**config.mk**
```make
export PLATFORM = sky130hd
export DESIGN_NAME = priority_task_scheduler_flat
export DESIGN_NICKNAME = d
export VERILOG_FILES = /design/src/rtl/pts_pkg.sv /design/src/rtl/pts_if.sv /design/src/rtl/priority_task_scheduler.sv /design/src/flat_wrapper.sv
export SDC_FILE = /design/constraint.sdc
export NUM_CORES = 2
export LEC_CHECK = 0
export BUFFER_PORTS_ARGS = -buffer_cell sky130_fd_sc_hd__buf_2
export CORE_MARGIN = 2
export CORE_UTILIZATION = 45
export CTS_BUF_LIST = sky130_fd_sc_hd__clkbuf_16
export DETAILED_ROUTE_END_ITERATION = 16
export MAX_ROUTING_LAYER = met4
export PLACE_DENSITY = 0.61
export REMOVE_ABC_BUFFERS = 1
export SYNTH_ARGS = -nofsm -noshare
export SYNTH_HDL_FRONTEND = slang
export SYNTH_SLANG_ARGS = --single-unit
```
**constraint.sdc**
```tcl
create_clock -name clock -period 9.3 [get_ports clock]
set_input_delay 1.86 -clock clock [delete_from_list [all_inputs] [get_ports clock]]
set_output_delay 1.86 -clock clock [all_outputs]
set_load 0.05 [all_outputs]
```
**src/rtl/pts_pkg.sv**
```systemverilog
// Shared types and codes of the priority task scheduler.
// Depends on nothing; the scheduler and its testbench import it.
`default_nettype none

package pts_pkg;

   // Command codes carried in the kind field
   typedef enum logic [2:0] {
      KIND_FORK   = 3'd0,
      KIND_SWITCH = 3'd1,
      KIND_SLEEP  = 3'd2,
      KIND_WAKEUP = 3'd3,
      KIND_EXIT   = 3'd4,
      KIND_WAIT   = 3'd5
   } kind_type;

   // Result status codes
   typedef enum logic [2:0] {
      STAT_OK       = 3'd0,
      STAT_NO_FREE  = 3'd1,
      STAT_NO_CHILD = 3'd2,
      STAT_BLOCKED  = 3'd3,
      STAT_IDLE     = 3'd4
   } status_type;

   // Life cycle of one task slot
   typedef enum logic [2:0] {
      ST_FREE   = 3'd0,
      ST_READY  = 3'd1,
      ST_SLEEP  = 3'd2,
      ST_ZOMBIE = 3'd3,
      ST_DEAD   = 3'd4
   } slot_state_type;

   // Sequencer steps
   typedef enum logic [4:0] {
      S_IDLE,
      S_FORK,
      S_INS_LOAD,
      S_INS_HEAD,
      S_INS_LINK,
      S_INS_PRIO,
      S_INS_FIX1,
      S_INS_FIX2,
      S_WK_CHECK,
      S_WK_NEXT,
      S_SCH_REQ,
      S_SCH_POP,
      S_SLP_MARK,
      S_SLP_LINK,
      S_EX_MARK,
      S_EX_SCAN,
      S_WT_SCAN,
      S_WT_END,
      S_RESP
   } seq_state_type;

   localparam int unsigned EVENT_W = 16;
   localparam int unsigned EXIT_W  = 16;
   localparam int unsigned PRIO_W  = 8;

endpackage

`default_nettype wire

```
**src/rtl/pts_if.sv**
```systemverilog
// Handshake channels of the priority task scheduler: command, result, register write.
// Depends on nothing.
`default_nettype none

interface pts_req_if;
   logic        valid;
   logic        ready;
   logic [2:0]  kind;
   logic [14:0] event_id;
   logic [15:0] exit_code;
   modport source (output valid, kind, event_id, exit_code, input ready);
   modport sink (input valid, kind, event_id, exit_code, output ready);
endinterface

interface pts_rsp_if;
   logic        valid;
   logic        ready;
   logic [2:0]  status;
   logic [3:0]  pid;
   logic [3:0]  running_pid;
   logic        idle;
   logic [15:0] child_exit;
   modport source (output valid, status, pid, running_pid, idle, child_exit, input ready);
   modport sink (input valid, status, pid, running_pid, idle, child_exit, output ready);
endinterface

interface pts_csr_if;
   logic       valid;
   logic       ready;
   logic [7:0] child_priority;
   modport source (output valid, child_priority, input ready);
   modport sink (input valid, child_priority, output ready);
endinterface

`default_nettype wire

```
**src/rtl/priority_task_scheduler.sv**
```systemverilog
// Top level of the priority task scheduler: slot table, list pointers and sequencer.
// Depends on pts_pkg and the channel interfaces in pts_if.sv.
//  - req_chan carries one command item (kind, event_id, exit_code). It is taken
//    only when the block is idle; ready stays low while a command is worked on
//    and until its result item has been taken.
//  - rsp_chan gives exactly one result item per command from an output register.
//    The result holds while the receiver stalls; no new command enters meanwhile.
//  - csr_chan writes child_priority at any time (always ready); write it while
//    no command is in flight.
//  - Steps: one sequencer step a cycle, each reading one slot through a shared
//    port. Refused and spare commands give their result the cycle after they are
//    taken. A ready-queue insertion into an empty queue is S_INS_LOAD alone; at the
//    head it adds S_INS_HEAD; further back it walks S_INS_LINK and S_INS_PRIO along
//    the queue, then S_INS_FIX1 and S_INS_FIX2. Exit and wait each scan all NUM_SLOTS
//    slots; a wakeup walks the sleep list one entry a step, plus S_WK_NEXT and one
//    insertion per woken slot. The next command is taken the cycle after the result
//    item leaves.
//  - Reset: slot 0 runs, all other slots are free, queues are empty,
//    child_priority is 1. No clearing pass is needed.
`default_nettype none

module priority_task_scheduler
   import pts_pkg::*;
#(
   parameter int unsigned NUM_SLOTS = 16
) (
   input  wire           clock,
   input  wire           reset,
   pts_req_if.sink       req_chan,
   pts_rsp_if.source     rsp_chan,
   pts_csr_if.sink       csr_chan
);

   localparam int unsigned IW = (NUM_SLOTS > 1) ? $clog2(NUM_SLOTS) : 1;
   localparam int unsigned SW = $clog2(NUM_SLOTS + 1);
   localparam logic [SW-1:0] NONE = SW'(NUM_SLOTS);
   localparam logic [IW-1:0] LAST = IW'(NUM_SLOTS - 1);

   // Slot table
   slot_state_type      state_mem [NUM_SLOTS];
   logic [IW-1:0]       parent_mem [NUM_SLOTS];
   logic [PRIO_W-1:0]   prio_mem [NUM_SLOTS];
   logic [EVENT_W-1:0]  event_mem [NUM_SLOTS];
   logic [EXIT_W-1:0]   exit_mem [NUM_SLOTS];
   logic [SW-1:0]       link_mem [NUM_SLOTS];

   // Sequencer and working registers
   seq_state_type       seq_ff, seq_in;
   logic [2:0]          kind_ff, kind_in;
   logic [EVENT_W-1:0]  wev_ff, wev_in;
   logic [EXIT_W-1:0]   code_ff, code_in;
   status_type          status_ff, status_in;
   logic [IW-1:0]       pid_ff, pid_in;
   logic [EXIT_W-1:0]   cexit_ff, cexit_in;
   logic [IW-1:0]       ins_slot_ff, ins_slot_in;
   logic [PRIO_W-1:0]   ins_prio_ff, ins_prio_in;
   logic [IW-1:0]       ins_cur_ff, ins_cur_in;
   logic [SW-1:0]       ins_nxt_ff, ins_nxt_in;
   seq_state_type       ins_ret_ff, ins_ret_in;
   logic [SW-1:0]       wk_cur_ff, wk_cur_in;
   logic [SW-1:0]       wk_prev_ff, wk_prev_in;
   logic [SW-1:0]       wk_nxt_ff, wk_nxt_in;
   logic [IW-1:0]       scan_ff, scan_in;
   logic                found_ff, found_in;
   logic                zfound_ff, zfound_in;
   logic [IW-1:0]       zidx_ff, zidx_in;
   logic [SW-1:0]       ready_head_ff, ready_head_in;
   logic [SW-1:0]       sleep_head_ff, sleep_head_in;
   logic [SW-1:0]       sleep_tail_ff, sleep_tail_in;
   logic [SW-1:0]       free_next_ff, free_next_in;
   logic [IW-1:0]       run_ff, run_in;
   logic                run_valid_ff, run_valid_in;
   logic [PRIO_W-1:0]   child_prio_ff;

   // Shared read port
   logic [IW-1:0]       rd_idx;
   slot_state_type      rd_state;
   logic [IW-1:0]       rd_parent;
   logic [PRIO_W-1:0]   rd_prio;
   logic [EVENT_W-1:0]  rd_event;
   logic [EXIT_W-1:0]   rd_exit;
   logic [SW-1:0]       rd_link;

   // Write ports, one per field
   logic                st_we, par_we, prio_we, ev_we, ex_we, link_we;
   logic [IW-1:0]       st_wa, par_wa, prio_wa, ev_wa, ex_wa, link_wa;
   slot_state_type      st_wd;
   logic [IW-1:0]       par_wd;
   logic [PRIO_W-1:0]   prio_wd;
   logic [EVENT_W-1:0]  ev_wd;
   logic [EXIT_W-1:0]   ex_wd;
   logic [SW-1:0]       link_wd;

   // Decoded conditions
   logic                req_take;
   logic                idle_block;
   logic                ready_empty;
   logic                sleep_empty;
   logic                wk_end;
   logic                wk_match;
   logic                scan_child;
   logic                scan_last;
   logic                ins_first;
   logic                ins_stay;
   logic                requeue;

   assign rd_state  = state_mem[rd_idx];
   assign rd_parent = parent_mem[rd_idx];
   assign rd_prio   = prio_mem[rd_idx];
   assign rd_event  = event_mem[rd_idx];
   assign rd_exit   = exit_mem[rd_idx];
   assign rd_link   = link_mem[rd_idx];

   assign req_take    = req_chan.valid && (seq_ff == S_IDLE);
   assign idle_block  = !run_valid_ff && (req_chan.kind == KIND_FORK
                        || req_chan.kind == KIND_SLEEP || req_chan.kind == KIND_EXIT
                        || req_chan.kind == KIND_WAIT);
   assign ready_empty = ready_head_ff >= NONE;
   assign sleep_empty = (sleep_head_ff >= NONE) || (sleep_tail_ff >= NONE);
   assign wk_end      = wk_cur_ff >= NONE;
   assign wk_match    = rd_event == wev_ff;
   assign scan_child  = (scan_ff != run_ff) && (rd_parent == run_ff)
                        && (rd_state inside {ST_READY, ST_SLEEP, ST_ZOMBIE});
   assign scan_last   = scan_ff == LAST;
   assign ins_first   = ins_prio_ff > rd_prio;
   assign ins_stay    = ins_prio_ff <= rd_prio;
   assign requeue     = run_valid_ff && (rd_state == ST_READY);

   // Read address of the current step
   always_comb begin
      case (seq_ff)
         S_INS_LOAD: rd_idx = ins_slot_ff;
         S_INS_HEAD: rd_idx = ready_head_ff[IW-1:0];
         S_INS_LINK: rd_idx = ins_cur_ff;
         S_INS_PRIO: rd_idx = ins_nxt_ff[IW-1:0];
         S_WK_CHECK: rd_idx = wk_cur_ff[IW-1:0];
         S_SCH_REQ:  rd_idx = run_ff;
         S_SCH_POP:  rd_idx = ready_head_ff[IW-1:0];
         S_EX_MARK:  rd_idx = run_ff;
         S_EX_SCAN:  rd_idx = scan_ff;
         S_WT_SCAN:  rd_idx = scan_ff;
         S_WT_END:   rd_idx = zidx_ff;
         default:    rd_idx = '0;
      endcase
   end

   // Next step of the sequencer
   always_comb begin
      seq_in = seq_ff;
      case (seq_ff)
         S_IDLE: begin
            if (req_take) begin
               if (idle_block) begin
                  seq_in = S_RESP;
               end else begin
                  case (req_chan.kind)
                     KIND_FORK:   seq_in = S_FORK;
                     KIND_SWITCH: seq_in = S_SCH_REQ;
                     KIND_SLEEP:  seq_in = S_SLP_MARK;
                     KIND_WAKEUP: seq_in = S_WK_CHECK;
                     KIND_EXIT:   seq_in = S_EX_MARK;
                     KIND_WAIT:   seq_in = S_WT_SCAN;
                     default:     seq_in = S_RESP;
                  endcase
               end
            end
         end
         S_FORK:     seq_in = (free_next_ff >= NONE) ? S_RESP : S_INS_LOAD;
         S_INS_LOAD: seq_in = ready_empty ? ins_ret_ff : S_INS_HEAD;
         S_INS_HEAD: seq_in = ins_first ? ins_ret_ff : S_INS_LINK;
         S_INS_LINK: seq_in = (rd_link >= NONE) ? S_INS_FIX1 : S_INS_PRIO;
         S_INS_PRIO: seq_in = ins_stay ? S_INS_LINK : S_INS_FIX1;
         S_INS_FIX1: seq_in = S_INS_FIX2;
         S_INS_FIX2: seq_in = ins_ret_ff;
         S_WK_CHECK: begin
            if (wk_end) begin
               seq_in = (kind_ff == KIND_EXIT) ? S_SCH_POP : S_RESP;
            end else if (wk_match) begin
               seq_in = S_INS_LOAD;
            end
         end
         S_WK_NEXT:  seq_in = S_WK_CHECK;
         S_SCH_REQ:  seq_in = requeue ? S_INS_LOAD : S_SCH_POP;
         S_SCH_POP:  seq_in = S_RESP;
         S_SLP_MARK: seq_in = S_SLP_LINK;
         S_SLP_LINK: seq_in = S_SCH_POP;
         S_EX_MARK:  seq_in = S_EX_SCAN;
         S_EX_SCAN:  seq_in = scan_last ? S_WK_CHECK : S_EX_SCAN;
         S_WT_SCAN:  seq_in = scan_last ? S_WT_END : S_WT_SCAN;
         S_WT_END:   seq_in = (!found_ff || zfound_ff) ? S_RESP : S_SLP_MARK;
         S_RESP:     seq_in = rsp_chan.ready ? S_IDLE : S_RESP;
         default:    seq_in = S_IDLE;
      endcase
   end

   // Datapath and table writes of each step
   always_comb begin
      kind_in       = kind_ff;
      wev_in        = wev_ff;
      code_in       = code_ff;
      status_in     = status_ff;
      pid_in        = pid_ff;
      cexit_in      = cexit_ff;
      ins_slot_in   = ins_slot_ff;
      ins_prio_in   = ins_prio_ff;
      ins_cur_in    = ins_cur_ff;
      ins_nxt_in    = ins_nxt_ff;
      ins_ret_in    = ins_ret_ff;
      wk_cur_in     = wk_cur_ff;
      wk_prev_in    = wk_prev_ff;
      wk_nxt_in     = wk_nxt_ff;
      scan_in       = scan_ff;
      found_in      = found_ff;
      zfound_in     = zfound_ff;
      zidx_in       = zidx_ff;
      ready_head_in = ready_head_ff;
      sleep_head_in = sleep_head_ff;
      sleep_tail_in = sleep_tail_ff;
      free_next_in  = free_next_ff;
      run_in        = run_ff;
      run_valid_in  = run_valid_ff;
      st_we   = 1'b0;  st_wa   = '0;  st_wd   = ST_FREE;
      par_we  = 1'b0;  par_wa  = '0;  par_wd  = '0;
      prio_we = 1'b0;  prio_wa = '0;  prio_wd = '0;
      ev_we   = 1'b0;  ev_wa   = '0;  ev_wd   = '0;
      ex_we   = 1'b0;  ex_wa   = '0;  ex_wd   = '0;
      link_we = 1'b0;  link_wa = '0;  link_wd = NONE;
      case (seq_ff)
         S_IDLE: begin
            // capture the command and clear the result
            if (req_take) begin
               kind_in    = req_chan.kind;
               wev_in     = {1'b0, req_chan.event_id};
               code_in    = req_chan.exit_code;
               status_in  = idle_block ? STAT_IDLE : STAT_OK;
               pid_in     = '0;
               cexit_in   = '0;
               wk_cur_in  = sleep_head_ff;
               wk_prev_in = NONE;
               scan_in    = '0;
               found_in   = 1'b0;
               zfound_in  = 1'b0;
            end
         end
         S_FORK: begin
            // hand out the next unused slot
            if (free_next_ff >= NONE) begin
               status_in = STAT_NO_FREE;
            end else begin
               st_we = 1'b1;   st_wa = free_next_ff[IW-1:0];   st_wd = ST_READY;
               par_we = 1'b1;  par_wa = free_next_ff[IW-1:0];  par_wd = run_ff;
               prio_we = 1'b1; prio_wa = free_next_ff[IW-1:0]; prio_wd = child_prio_ff;
               ev_we = 1'b1;   ev_wa = free_next_ff[IW-1:0];   ev_wd = '0;
               ex_we = 1'b1;   ex_wa = free_next_ff[IW-1:0];   ex_wd = '0;
               free_next_in = free_next_ff + SW'(1);
               pid_in       = free_next_ff[IW-1:0];
               ins_slot_in  = free_next_ff[IW-1:0];
               ins_ret_in   = S_RESP;
            end
         end
         S_INS_LOAD: begin
            // load the priority; empty queue takes the slot as head
            ins_prio_in = rd_prio;
            if (ready_empty) begin
               link_we = 1'b1; link_wa = ins_slot_ff; link_wd = NONE;
               ready_head_in = SW'(ins_slot_ff);
            end
         end
         S_INS_HEAD: begin
            if (ins_first) begin
               link_we = 1'b1; link_wa = ins_slot_ff; link_wd = ready_head_ff;
               ready_head_in = SW'(ins_slot_ff);
            end else begin
               ins_cur_in = ready_head_ff[IW-1:0];
            end
         end
         S_INS_LINK: ins_nxt_in = rd_link;
         S_INS_PRIO: begin
            // advance past entries of equal or higher priority
            if (ins_stay) ins_cur_in = ins_nxt_ff[IW-1:0];
         end
         S_INS_FIX1: begin
            link_we = 1'b1; link_wa = ins_slot_ff;
            link_wd = (ins_nxt_ff >= NONE) ? NONE : ins_nxt_ff;
         end
         S_INS_FIX2: begin
            link_we = 1'b1; link_wa = ins_cur_ff; link_wd = SW'(ins_slot_ff);
         end
         S_WK_CHECK: begin
            if (wk_end) begin
               if (sleep_head_ff >= NONE) begin
                  sleep_head_in = NONE;
                  sleep_tail_in = NONE;
               end
            end else if (wk_match) begin
               // unlink the sleeper and make it ready
               wk_nxt_in = rd_link;
               if (wk_prev_ff < NONE) begin
                  link_we = 1'b1; link_wa = wk_prev_ff[IW-1:0]; link_wd = rd_link;
               end else begin
                  sleep_head_in = rd_link;
               end
               if (sleep_tail_ff == wk_cur_ff) sleep_tail_in = wk_prev_ff;
               st_we = 1'b1; st_wa = wk_cur_ff[IW-1:0]; st_wd = ST_READY;
               ins_slot_in = wk_cur_ff[IW-1:0];
               ins_ret_in  = S_WK_NEXT;
            end else begin
               wk_prev_in = wk_cur_ff;
               wk_cur_in  = rd_link;
            end
         end
         S_WK_NEXT: wk_cur_in = wk_nxt_ff;
         S_SCH_REQ: begin
            if (requeue) begin
               ins_slot_in = run_ff;
               ins_ret_in  = S_SCH_POP;
            end
         end
         S_SCH_POP: begin
            // take the head of the ready queue or go idle
            if (ready_empty) begin
               ready_head_in = NONE;
               run_valid_in  = 1'b0;
               if (kind_ff != KIND_WAIT) status_in = STAT_IDLE;
            end else begin
               run_in        = ready_head_ff[IW-1:0];
               ready_head_in = (rd_link >= NONE) ? NONE : rd_link;
               run_valid_in  = 1'b1;
            end
         end
         S_SLP_MARK: begin
            ev_we = 1'b1;   ev_wa = run_ff;   ev_wd = wev_ff;
            st_we = 1'b1;   st_wa = run_ff;   st_wd = ST_SLEEP;
            link_we = 1'b1; link_wa = run_ff; link_wd = NONE;
         end
         S_SLP_LINK: begin
            // append the running slot to the sleep list
            if (sleep_empty) begin
               sleep_head_in = SW'(run_ff);
            end else begin
               link_we = 1'b1; link_wa = sleep_tail_ff[IW-1:0]; link_wd = SW'(run_ff);
            end
            sleep_tail_in = SW'(run_ff);
         end
         S_EX_MARK: begin
            ex_we = 1'b1; ex_wa = run_ff; ex_wd = code_ff;
            st_we = 1'b1; st_wa = run_ff; st_wd = ST_ZOMBIE;
            wev_in  = {1'b1, 15'(rd_parent)};
            scan_in = '0;
         end
         S_EX_SCAN: begin
            // reparent children to slot 1
            if (scan_child) begin
               par_we = 1'b1; par_wa = scan_ff; par_wd = IW'(1);
            end
            scan_in = scan_ff + IW'(1);
            if (scan_last) begin
               wk_cur_in  = sleep_head_ff;
               wk_prev_in = NONE;
            end
         end
         S_WT_SCAN: begin
            // note children and the lowest zombie child
            if (scan_child) begin
               found_in = 1'b1;
               if (rd_state == ST_ZOMBIE && !zfound_ff) begin
                  zfound_in = 1'b1;
                  zidx_in   = scan_ff;
               end
            end
            scan_in = scan_ff + IW'(1);
         end
         S_WT_END: begin
            if (!found_ff) begin
               status_in = STAT_NO_CHILD;
            end else if (zfound_ff) begin
               st_we = 1'b1; st_wa = zidx_ff; st_wd = ST_DEAD;
               pid_in   = zidx_ff;
               cexit_in = rd_exit;
            end else begin
               wev_in    = {1'b1, 15'(run_ff)};
               status_in = STAT_BLOCKED;
            end
         end
         default: begin
         end
      endcase
   end

   // Control registers
   always_ff @(posedge clock) begin
      if (reset) begin
         seq_ff        <= S_IDLE;
         ready_head_ff <= NONE;
         sleep_head_ff <= NONE;
         sleep_tail_ff <= NONE;
         free_next_ff  <= SW'(1);
         run_ff        <= '0;
         run_valid_ff  <= 1'b1;
         child_prio_ff <= PRIO_W'(1);
      end else begin
         seq_ff        <= seq_in;
         ready_head_ff <= ready_head_in;
         sleep_head_ff <= sleep_head_in;
         sleep_tail_ff <= sleep_tail_in;
         free_next_ff  <= free_next_in;
         run_ff        <= run_in;
         run_valid_ff  <= run_valid_in;
         if (csr_chan.valid) child_prio_ff <= csr_chan.child_priority;
      end
   end

   // Working registers
   always_ff @(posedge clock) begin
      kind_ff     <= kind_in;
      wev_ff      <= wev_in;
      code_ff     <= code_in;
      status_ff   <= status_in;
      pid_ff      <= pid_in;
      cexit_ff    <= cexit_in;
      ins_slot_ff <= ins_slot_in;
      ins_prio_ff <= ins_prio_in;
      ins_cur_ff  <= ins_cur_in;
      ins_nxt_ff  <= ins_nxt_in;
      ins_ret_ff  <= ins_ret_in;
      wk_cur_ff   <= wk_cur_in;
      wk_prev_ff  <= wk_prev_in;
      wk_nxt_ff   <= wk_nxt_in;
      scan_ff     <= scan_in;
      found_ff    <= found_in;
      zfound_ff   <= zfound_in;
      zidx_ff     <= zidx_in;
   end

   // Slot table with reset values
   always_ff @(posedge clock) begin
      if (reset) begin
         for (int i = 0; i < NUM_SLOTS; i++) begin
            state_mem[i]  <= (i == 0) ? ST_READY : ST_FREE;
            parent_mem[i] <= '0;
            prio_mem[i]   <= (i == 0) ? PRIO_W'(0) : PRIO_W'(1);
            event_mem[i]  <= '0;
            exit_mem[i]   <= '0;
         end
      end else begin
         if (st_we)   state_mem[st_wa]   <= st_wd;
         if (par_we)  parent_mem[par_wa] <= par_wd;
         if (prio_we) prio_mem[prio_wa]  <= prio_wd;
         if (ev_we)   event_mem[ev_wa]   <= ev_wd;
         if (ex_we)   exit_mem[ex_wa]    <= ex_wd;
      end
   end

   // List links, always written before read
   always_ff @(posedge clock) begin
      if (link_we) link_mem[link_wa] <= link_wd;
   end

   // Channel outputs
   assign req_chan.ready       = (seq_ff == S_IDLE);
   assign csr_chan.ready       = 1'b1;
   assign rsp_chan.valid       = (seq_ff == S_RESP);
   assign rsp_chan.status      = status_ff;
   assign rsp_chan.pid         = 4'(pid_ff);
   assign rsp_chan.running_pid = run_valid_ff ? 4'(run_ff) : 4'd0;
   assign rsp_chan.idle        = !run_valid_ff;
   assign rsp_chan.child_exit  = cexit_ff;

endmodule

`default_nettype wire

```
**src/flat_wrapper.sv**
```systemverilog
// flat-port wrapper written by rule: the top's interface ports become plain ports
module priority_task_scheduler_flat import pts_pkg::*;
#(
   parameter int unsigned NUM_SLOTS = 16
)
  (clock, reset, req_chan_valid, req_chan_kind, req_chan_event_id, req_chan_exit_code, req_chan_ready, rsp_chan_valid, rsp_chan_status, rsp_chan_pid, rsp_chan_running_pid, rsp_chan_idle, rsp_chan_child_exit, rsp_chan_ready, csr_chan_valid, csr_chan_child_priority, csr_chan_ready);
  pts_req_if req_chan_i ();
  pts_rsp_if rsp_chan_i ();
  pts_csr_if csr_chan_i ();
  input  wire clock;
  input  wire reset;
  input wire logic [$bits(req_chan_i.valid)-1:0] req_chan_valid;
  input wire logic [$bits(req_chan_i.kind)-1:0] req_chan_kind;
  input wire logic [$bits(req_chan_i.event_id)-1:0] req_chan_event_id;
  input wire logic [$bits(req_chan_i.exit_code)-1:0] req_chan_exit_code;
  output wire logic [$bits(req_chan_i.ready)-1:0] req_chan_ready;
  output wire logic [$bits(rsp_chan_i.valid)-1:0] rsp_chan_valid;
  output wire logic [$bits(rsp_chan_i.status)-1:0] rsp_chan_status;
  output wire logic [$bits(rsp_chan_i.pid)-1:0] rsp_chan_pid;
  output wire logic [$bits(rsp_chan_i.running_pid)-1:0] rsp_chan_running_pid;
  output wire logic [$bits(rsp_chan_i.idle)-1:0] rsp_chan_idle;
  output wire logic [$bits(rsp_chan_i.child_exit)-1:0] rsp_chan_child_exit;
  input wire logic [$bits(rsp_chan_i.ready)-1:0] rsp_chan_ready;
  input wire logic [$bits(csr_chan_i.valid)-1:0] csr_chan_valid;
  input wire logic [$bits(csr_chan_i.child_priority)-1:0] csr_chan_child_priority;
  output wire logic [$bits(csr_chan_i.ready)-1:0] csr_chan_ready;
  assign req_chan_i.valid = req_chan_valid;
  assign req_chan_i.kind = req_chan_kind;
  assign req_chan_i.event_id = req_chan_event_id;
  assign req_chan_i.exit_code = req_chan_exit_code;
  assign req_chan_ready = req_chan_i.ready;
  assign rsp_chan_valid = rsp_chan_i.valid;
  assign rsp_chan_status = rsp_chan_i.status;
  assign rsp_chan_pid = rsp_chan_i.pid;
  assign rsp_chan_running_pid = rsp_chan_i.running_pid;
  assign rsp_chan_idle = rsp_chan_i.idle;
  assign rsp_chan_child_exit = rsp_chan_i.child_exit;
  assign rsp_chan_i.ready = rsp_chan_ready;
  assign csr_chan_i.valid = csr_chan_valid;
  assign csr_chan_i.child_priority = csr_chan_child_priority;
  assign csr_chan_ready = csr_chan_i.ready;
  priority_task_scheduler #(.NUM_SLOTS(NUM_SLOTS)) u_core (.clock(clock), .reset(reset), .req_chan(req_chan_i), .rsp_chan(rsp_chan_i), .csr_chan(csr_chan_i));
endmodule
```
==> results.json <==
{
  "outcome": "finished clean",
  "slew_headroom_pct": 20.2,
  "cp_data_required_time_ns": 9.59,
  "cts_setup_buffers": 0,
  "top_layer_used": "met4",
  "worstSetupPathType": "flip-flop to flip-flop",
  "skew_ns": 0.0387,
  "maxCapViolCount": 0,
  "finalSetupViolations": 0,
  "p_total_uw": 16000,
  "placed_area_um2": 46700,
  "drt_iter0_drc": 4902,
  "vdd_drop_max_mv": 0.198,
  "area_growth_pct": 10.3,
  "fillCellCount": 8961,
  "dr_total_vias": 34100,
  "seq_area_frac_synth_pct": 63.7,
  "grt_max_degree": 119,
  "yosysTopAreaCellShare_pct": 62.0,
  "power_density_nw_per_um2": 319,
  "cts_hold_buf": 0,
  "yosysMostFrequentCell": "edfxtp_1",
  "fin_tns_setup_ns": 0,
  "rows": 116,
  "synth-seq-cells": 977,
  "synth_edf_count": 939,
  "viasPerCell": 6.16,
  "clockRootBuffer": "clkbuf_16",
  "synth_top_cell_by_area": "edfxtp_1",
  "max_slew.worst_pin.slew_ns": 1.19,
  "max-clock-path-buffers": 3,
  "async_flop_share_pct": 0,
  "grt_pass1_vias": 32000,
  "fmax_ghz": 0.133,
  "drt_wl_total_mm": 141,
  "synth_area_leaders": "edfxtp_1 62%, nor2_1 6.6%, nand2_1 6.5%",
  "final_util_pct": 50.1,
  "crit_chain": "buf_4 -> nor3b_1 -> nand3_1 -> and4_2 -> nand2_8 -> buf_4 -> nand2_1 -> a311oi_1 -> nor4_2 -> xnor2_1 -> nor4_2 -> and4_1 -> nand4_1 -> o21ai_0 -> nor3b_1",
  "slowest_stage": "nor3b_1",
  "syn_area_um2": 45500,
  "dr_wl_met2_mm": 63.8,
  "dieWidth_um": 322,
  "final_nets": 4202,
  "wl_per_cell_um": 25.5,
  "numCtsBuffers": 100,
  "antenna_found_initial": 5,
  "period_needed_ns": 7.53,
  "holdCritPathClass": "flip-flop to flip-flop",
  "grt_pass1_wl_mm": 209,
  "finish.instance_area_um2": 50200,
  "worstPathArrival_ns": 7.82,
  "ys_top_cells_by_count": "939 x edfxtp_1, 794 x nor2_1, 783 x nand2_1, 246 x clkbuf_1, 219 x nand3_1",
  "cts_tree": "done",
  "initial_utilization_pct": 45.4,
  "rsz0062_at_grt": "no",
  "whs_path_depth": 2,
  "firstDrtPassIters": 6,
  "cts_resized": 0,
  "leakagePower_uw": 0.0169,
  "coreArea_um2": 100000,
  "clkTransAtPathRegs_ns": 0.07,
  "die-area_um2": 104000,
  "remaining_drc_errors": 0,
  "ys.flop_type": "edfxtp_1",
  "slowest_delay_ns": 0.84,
  "hold_viol": 0,
  "endpoint_kind": "flip-flop",
  "grt_overflow": 0,
  "syn_avg_cell_area_um2": 10.8,
  "drive_above_1_share_pct": 9.17,
  "io_pins": 78,
  "wl_met3_mm": 13.7,
  "io_buffers": 76,
  "ant_nets": 0,
  "cp_max_fo": 118,
  "rr_worst_depth": 15,
  "met1_length_mm": 59.9,
  "htree_num_levels": 3,
  "clock_sinks": 977,
  "clk_latency_ns": 0.69,
  "startpoint_type": "flip-flop",
  "yosysWarnings": 0,
  "fin_crit_sh_pct": 81.0,
  "synth_cell_types": 97,
  "dpl.hpwl_mm": 90.0,
  "track_usage_pct": 27.6,
  "slew_viol_final": 0,
  "syn_inst": 4221,
  "gp_congestion": 0.972,
  "die_y_um": 322
}
critical path, delay by kind of cell, from the launching register on:
family	cells	cell delay, ns
flip-flops	1	0.57
AND/OR/NAND/NOR	10	4.38
buffers and inverters	2	0.76
XOR/XNOR	1	0.18
AO/OA/AOI/OAI	2	1.12
layout by cell type (no fill, tap or decap), types with 77 or more instances in the layout:
cell type / synthesis / routed
nand2_1: 783 / 782
and3_1: 116 / 116
nand3_1: 219 / 219
edfxtp_1: 939 / 939
buf_4: 16 / 77
o21ai_0: 98 / 93
nor2_1: 794 / 791
clkbuf_16: 0 / 102
a211oi_1: 90 / 89
nor3_1: 92 / 91
power by group:
group | internal, µW | total (µW) | switching [µW]
Combinational | 1780 | 6190 | 4410
Sequential | 5290 | 5570 | 287
Clock | 2490 | 4230 | 1740
area by class of cell:
type	instances	area (µm²)	area share [%]
Clock inverter	86	887	1.77
Inverter	49	185	0.369
Antenna cell	3	7.51	0.0150
Sequential cell	977	29000	57.7
Timing Repair Buffer	154	978	1.95
Tap cell	1298	1620	3.24
Clock buffer	102	2550	5.09
Multi-Input combinational cell	2863	15000	29.9
worst paths after layout:
kind                      startpoint                 endpoint  slack (ns)
max                 u_core.seq_ff[0]   u_core.link_mem[10][2]        1.77
min          u_core.child_prio_ff[3]  u_core.child_prio_ff[3]        0.49
max reg2reg         u_core.seq_ff[0]   u_core.link_mem[10][2]        1.77
min reg2reg  u_core.child_prio_ff[3]  u_core.child_prio_ff[3]        0.49
layer usage:
metal	up-vias	track usage [%]
met3	244	4.36
met5	-	-
met2	1848	40.9
li1	15100	-
met4	0	7.98
met1	16900	39.5
sequential cells by signal, indices dropped and copies added, names as in the netlist, 8 cells and up:
register,count
u_core.wev_ff,16
u_core.exit_mem,256
u_core.link_mem,80
u_core.child_prio_ff,8
u_core.parent_mem,64
u_core.state_mem,48
u_core.code_ff,16
u_core.event_mem,256
u_core.rsp_chan.child_exit,16
u_core.ins_prio_ff,8
u_core.prio_mem,128
per-stage QoR:
stage	std cells	hold WS, ns	setup WS [ns]
after global routing	5532	0.531	1.44
final	5532	0.491	1.77
after CTS	5529	0.501	2.08
after global placement	5341	0.478	2.24
after detailed placement	5341	0.485	2.13
after floorplan	3889	0.460	-4.93
cells by family after synthesis:
group	Yosys count	share of synthesized area (%)
xor+xnor	28	0.539
fa+ha+maj	10	0.275
buf+inv	381	3.57
mux	71	1.80
compound gates	585	9.42
flops	977	63.7
other cells	1	0.00824
simple gates	2168	20.7
(Power assumes the default switching activity.)
